===== src/rtl/ccmh_pkg.sv =====
// Shared widths, register map and constant tables of the compass heading block.
package ccmh_pkg;

   localparam int PW = 52;   // projected vector component
   localparam int CW = 40;   // vectoring rotator x/y
   localparam int ZW = 26;   // angle accumulator, 2^-16 degree

   typedef logic signed [15:0] s16_type;
   typedef logic signed [17:0] s18_type;
   typedef logic signed [PW-1:0] proj_type;

   localparam logic [2:0] REG_OFFSET_X = 3'd0;
   localparam logic [2:0] REG_OFFSET_Y = 3'd1;
   localparam logic [2:0] REG_OFFSET_Z = 3'd2;
   localparam logic [2:0] REG_NORTH_X  = 3'd3;
   localparam logic [2:0] REG_NORTH_Y  = 3'd4;
   localparam logic [2:0] REG_NORTH_Z  = 3'd5;

   localparam s16_type RST_OFFSET_X = -16'sd1783;
   localparam s16_type RST_OFFSET_Y = 16'sd1906;
   localparam s16_type RST_OFFSET_Z = 16'sd6747;
   localparam s16_type RST_NORTH_X  = 16'sd1650;
   localparam s16_type RST_NORTH_Y  = 16'sd1650;
   localparam s16_type RST_NORTH_Z  = 16'sd10500;

   // Soft-iron matrix, Q2.14
   localparam s16_type SOFT_IRON [3][3] = '{
      '{ 16'sd17597,  -16'sd299, -16'sd4106 },
      '{ -16'sd299,  16'sd15078,  16'sd1566 },
      '{ -16'sd4106, 16'sd1566,   16'sd17688 }
   };

   localparam logic signed [ZW-1:0] DEG90_Q16  = 26'sd5898240;
   localparam logic signed [ZW-1:0] DEG180_Q16 = 26'sd11796480;
   localparam logic [14:0]          DEG90_OUT  = 15'd5760;

   localparam int ATAN_LEN = 24;
   localparam logic signed [ZW-1:0] ATAN_Q16 [ATAN_LEN] = '{
      26'sd2949120, 26'sd1740967, 26'sd919879, 26'sd466945, 26'sd234379, 26'sd117304,
      26'sd58666, 26'sd29335, 26'sd14668, 26'sd7334, 26'sd3667, 26'sd1833,
      26'sd917, 26'sd458, 26'sd229, 26'sd115, 26'sd57, 26'sd29,
      26'sd14, 26'sd7, 26'sd4, 26'sd2, 26'sd1, 26'sd0
   };

endpackage


===== src/rtl/ccmh_calib.sv =====
// Hard-iron subtraction and soft-iron matrix, three register stages.
module ccmh_calib (
   input  logic              clock,
   input  logic              reset,
   input  logic              in_valid,
   input  ccmh_pkg::s16_type v      [3],
   input  ccmh_pkg::s16_type off    [3],
   output logic              out_valid,
   output ccmh_pkg::s18_type c      [3]
);

   logic signed [16:0] d_ff   [3];
   logic signed [32:0] prd_ff [3][3];
   logic signed [34:0] acc_in [3];
   ccmh_pkg::s18_type  c_ff   [3];
   logic [2:0]         vld_ff;

   always_comb begin
      for (int r = 0; r < 3; r++) begin
         acc_in[r] = 35'(prd_ff[r][0]) + 35'(prd_ff[r][1]) + 35'(prd_ff[r][2]) + 35'sd8192;
      end
   end

   always_ff @(posedge clock) begin
      if (reset) begin
         vld_ff <= '0;
      end else begin
         vld_ff <= {vld_ff[1:0], in_valid};
      end
      for (int i = 0; i < 3; i++) begin
         d_ff[i] <= 17'(v[i]) - 17'(off[i]);
      end
      for (int r = 0; r < 3; r++) begin
         for (int k = 0; k < 3; k++) begin
            prd_ff[r][k] <= 33'(ccmh_pkg::SOFT_IRON[r][k]) * 33'(d_ff[k]);
         end
         // floor((acc + 1/2)) in Q14
         c_ff[r] <= acc_in[r][31:14];
      end
   end

   assign out_valid = vld_ff[2];
   assign c         = c_ff;

endmodule


===== config.mk =====
export PLATFORM = sky130hd
export DESIGN_NAME = ccmh_calib
export DESIGN_NICKNAME = d
export VERILOG_FILES = /design/src/rtl/ccmh_pkg.sv /design/src/rtl/ccmh_calib.sv
export SDC_FILE = /design/constraint.sdc
export NUM_CORES = 2
export LEC_CHECK = 0
export BUFFER_PORTS_ARGS = -buffer_cell sky130_fd_sc_hd__buf_4
export CAP_MARGIN = 20
export CORE_ASPECT_RATIO = 1.5
export CORE_MARGIN = 1.5
export CORE_UTILIZATION = 70
export CTS_BUF_LIST = sky130_fd_sc_hd__clkbuf_4 sky130_fd_sc_hd__clkbuf_8
export CTS_CLUSTER_DIAMETER = 40
export DETAILED_ROUTE_END_ITERATION = 10
export PLACE_DENSITY_LB_ADDON = 0.08
export SYNTH_ARGS = -nofsm -noshare
export SYNTH_HDL_FRONTEND = slang
export SYNTH_SLANG_ARGS = --single-unit

===== constraint.sdc =====
create_clock -name clock -period 10.4 [get_ports clock]
set_clock_uncertainty 0.2 [all_clocks]
set_input_delay 1.56 -clock clock [delete_from_list [all_inputs] [get_ports clock]]
set_output_delay 1.56 -clock clock [all_outputs]
set_load 0.03 [all_outputs]

==> impl_metrics.ini <==
[status]
status = complete, no violations

[route]
ant_nets = 0
drc = 0
wire_per_inst_um = 20.4
drtPass1Iterations = 6
vias_per_cell = 5.65
drt_iter0_drc = 2033
dr_total_vias = 36900
totalWireLength_um = 133000

[global_routing]
grt_max_degree = 53
grt_overflow = 0
grtUsageTotal_pct = 36.3
grt_pass1_vias = 39700
grt_antenna_before_repair = 7
grt_pass1_wl_um = 210000

[clock_tree]
clk_path_buf_depth = 3
root_buffer = clkbuf_8
tritoncts = done
cts_htree_levels = 3
post_cts.repair.setup_buffers = 0
clk_pin_slew_ns = 0.06
cts_buffers = 72
clk_latency_ns = 0.70
cts_resized = 0
postCtsHoldBufs = 0
clock_sinks = 358

[logic_synthesis]
synth_top_cell_area_share_pct = 31.6
yosysWarningCount = 0
ys_async_sr_fraction_pct = 0
synthFlopType = dfxtp_1
ys_ff_latch = 358
synthTopCellsByArea = fa_1 32%, ha_1 24%, dfxtp_1 14%
syn-instance-count = 5242
yosys.cell_types.count = 79
synthesis.nets = 7186
synth-edff-count = 0
ys_seq_area_share_pct = 13.6
avgSynthCellArea_um2 = 10.0
synth_top_cell_by_area = fa_1
netlist_area_um2 = 52600

[die]
initial_core_util_pct = 70.5
row_count = 123
io_pins = 154
die_area_um2 = 76900
die_x_um = 227
die_h_um = 339
core_um2 = 74600

[place]
numPortBuffers = 153
pre_cts_ws_ns = 3.46
place.gp.congestion = 0.983
dpl.hpwl_um = 115000

[finish]
syn_to_final_growth_pct = 8.10
nets = 7420
drive_gt1_share_pct = 6.52
final_util_pct = 76.2
n_fill_cell = 5372

[setup_path]
worstSetupEndpointType = flip-flop
worst_ep_required_time_ns = 10.76
cp_max_fo = 13
crit_type = reg2reg
cp.arrival_ns = 7.32
startpoint_type = flip-flop

[worst_hold_path]
holdCritPathClass = reg2reg

[job]
cap_violations = 0

[timing]
setup_ws_ns = 3.44
max_slew_margin_pct = 29.9
timing.fmax_ghz = 0.144
worst_slew_pin_slew_ns = 1.04
finalSetupViolCount = 0
slew_viol_final = 0
fin_tns_setup_ns = 0
rsz0062_at_grt = no
timing.final.crit_share_pct = 67.0
hold_viol = 0
finalCriticalPeriod_ns = 6.96
whs_ns = 0.251
==> flip-flops by register name, summed over array words and instances (netlist names) <==
| signal | count |
|---|---|
| vld_ff | 3 |
| c | 54 |
| d_ff | 51 |
| prd_ff | 250 |
==> path summary, 6_finish.rpt <==
path,from,endpoint,slack (ns),cells past startpoint
max,d_ff[0][40]$_DFF_P_,prd_ff[0][31]$_DFF_P_,3.44,19
min,vld_ff[1]$_SDFF_PP0_,vld_ff[2]$_SDFF_PP0_,0.25,1
max reg2reg,d_ff[0][40]$_DFF_P_,prd_ff[0][31]$_DFF_P_,3.44,19
min reg2reg,vld_ff[1]$_SDFF_PP0_,vld_ff[2]$_SDFF_PP0_,0.25,1
==> per-layer routing <==
layer | track usage (%) | up-vias | routed length, um
met1 | 42.8 | 18200 | 49700
met5 | 0 | - | 15
met4 | 22.9 | 2 | 9750
met3 | 4.61 | 370 | 7180
met2 | 62.3 | 1055 | 66900
li1 | - | 17300 | -
==> cells by family (layout without fill, tap and decap cells) <==
| family | count (synthesis) | count (layout) | synth area share [%] |
|---|---|---|---|
| AOI/OAI and AO/OA | 735 | 735 | 9.20 |
| xor gates and xnor gates | 372 | 372 | 6.20 |
| adders and majority gates | 1845 | 1845 | 55.7 |
| buffers and inverters | 1265 | 1557 | 9.02 |
| DFF | 358 | 358 | 13.6 |
| muxes | 16 | 16 | 0.307 |
| other | 0 | 5 | 0 |
| and+or+nand+nor | 651 | 651 | 5.94 |
==> area by class of cell <==
class                   instances  area, um2  area share, %
multi-input cells            3619      40700           71.6
flip-flops and latches        358       7170           12.6
inverters                    1252       4700           8.26
repair buffers                173       1300           2.28
well taps                    1000       1250           2.20
clock buffers                  85       1130           1.98
clock inverters                47        619           1.09
diodes                          5       12.5         0.0220
==> synthesized netlist by cell type (all sizes together), types with 32 or more instances <==
master / number
xor2: 104
nand2: 133
fa: 831
nand2b: 32
nand3: 65
inv: 1252
nor3: 57
ha: 1014
dfxtp: 358
xnor2: 268
o21a: 39
a21o: 130
nor2: 201
a21oi: 229
o21ai: 124
nor2b: 41
==> worst max-delay path, cell delays in order, from the launching register on <==
cell       delay, ns
dfxtp_1         0.76
fa_1            0.60
fa_1            0.53
inv_1           0.05
fa_1            0.55
fa_1            0.43
fa_1            0.49
inv_1           0.05
fa_1            0.37
ha_1            0.36
a21o_1          0.19
a21o_1          0.20
a2111oi_0       0.65
o21ai_1         0.32
nand2_1         0.17
o2111ai_1       0.14
a31oi_1         0.38
o21ai_1         0.10
a21oi_1         0.19
xnor2_1         0.10
==> per-stage QoR <==
step | cell area (um2) | cells
after floorplan | 52600 | 5242
after global routing | 56900 | 6538
after CTS | 56900 | 6534
after global placement | 55100 | 6402
final | 56900 | 6539
after detailed placement | 55100 | 6402
==> placed cells by master (no fill, tap or decap), types with 11 or more instances in the layout <==
| master | instances |
|---|---|
| nand2_1 | 133 |
| a211oi_1 | 20 |
| xor2_1 | 104 |
| dfxtp_1 | 355 |
| nand2b_1 | 32 |
| clkinv_2 | 12 |
| a31oi_1 | 17 |
| nand3_1 | 65 |
| ha_1 | 1014 |
| nor3_1 | 56 |
| o21bai_1 | 25 |
| and3_1 | 29 |
| a31o_2 | 11 |
| o21a_1 | 39 |
| bufinv_16 | 11 |
| xnor2_1 | 267 |
| inv_1 | 1250 |
| mux2i_1 | 15 |
| o21ai_0 | 86 |
| o31ai_1 | 17 |
| nor2_1 | 201 |
| nor2b_1 | 41 |
| fa_1 | 831 |
| a21o_1 | 130 |
| clkbuf_8 | 78 |
| a21oi_1 | 228 |
| or3_1 | 16 |
| and2_1 | 14 |
| a21boi_1 | 12 |
| nand4_1 | 18 |
| buf_4 | 173 |
| o21ai_1 | 36 |
| or2_2 | 22 |
Power is left out: the tool's default activity adds up to more than one toggle a clock period on the data nets, which glitch-free logic cannot reach.
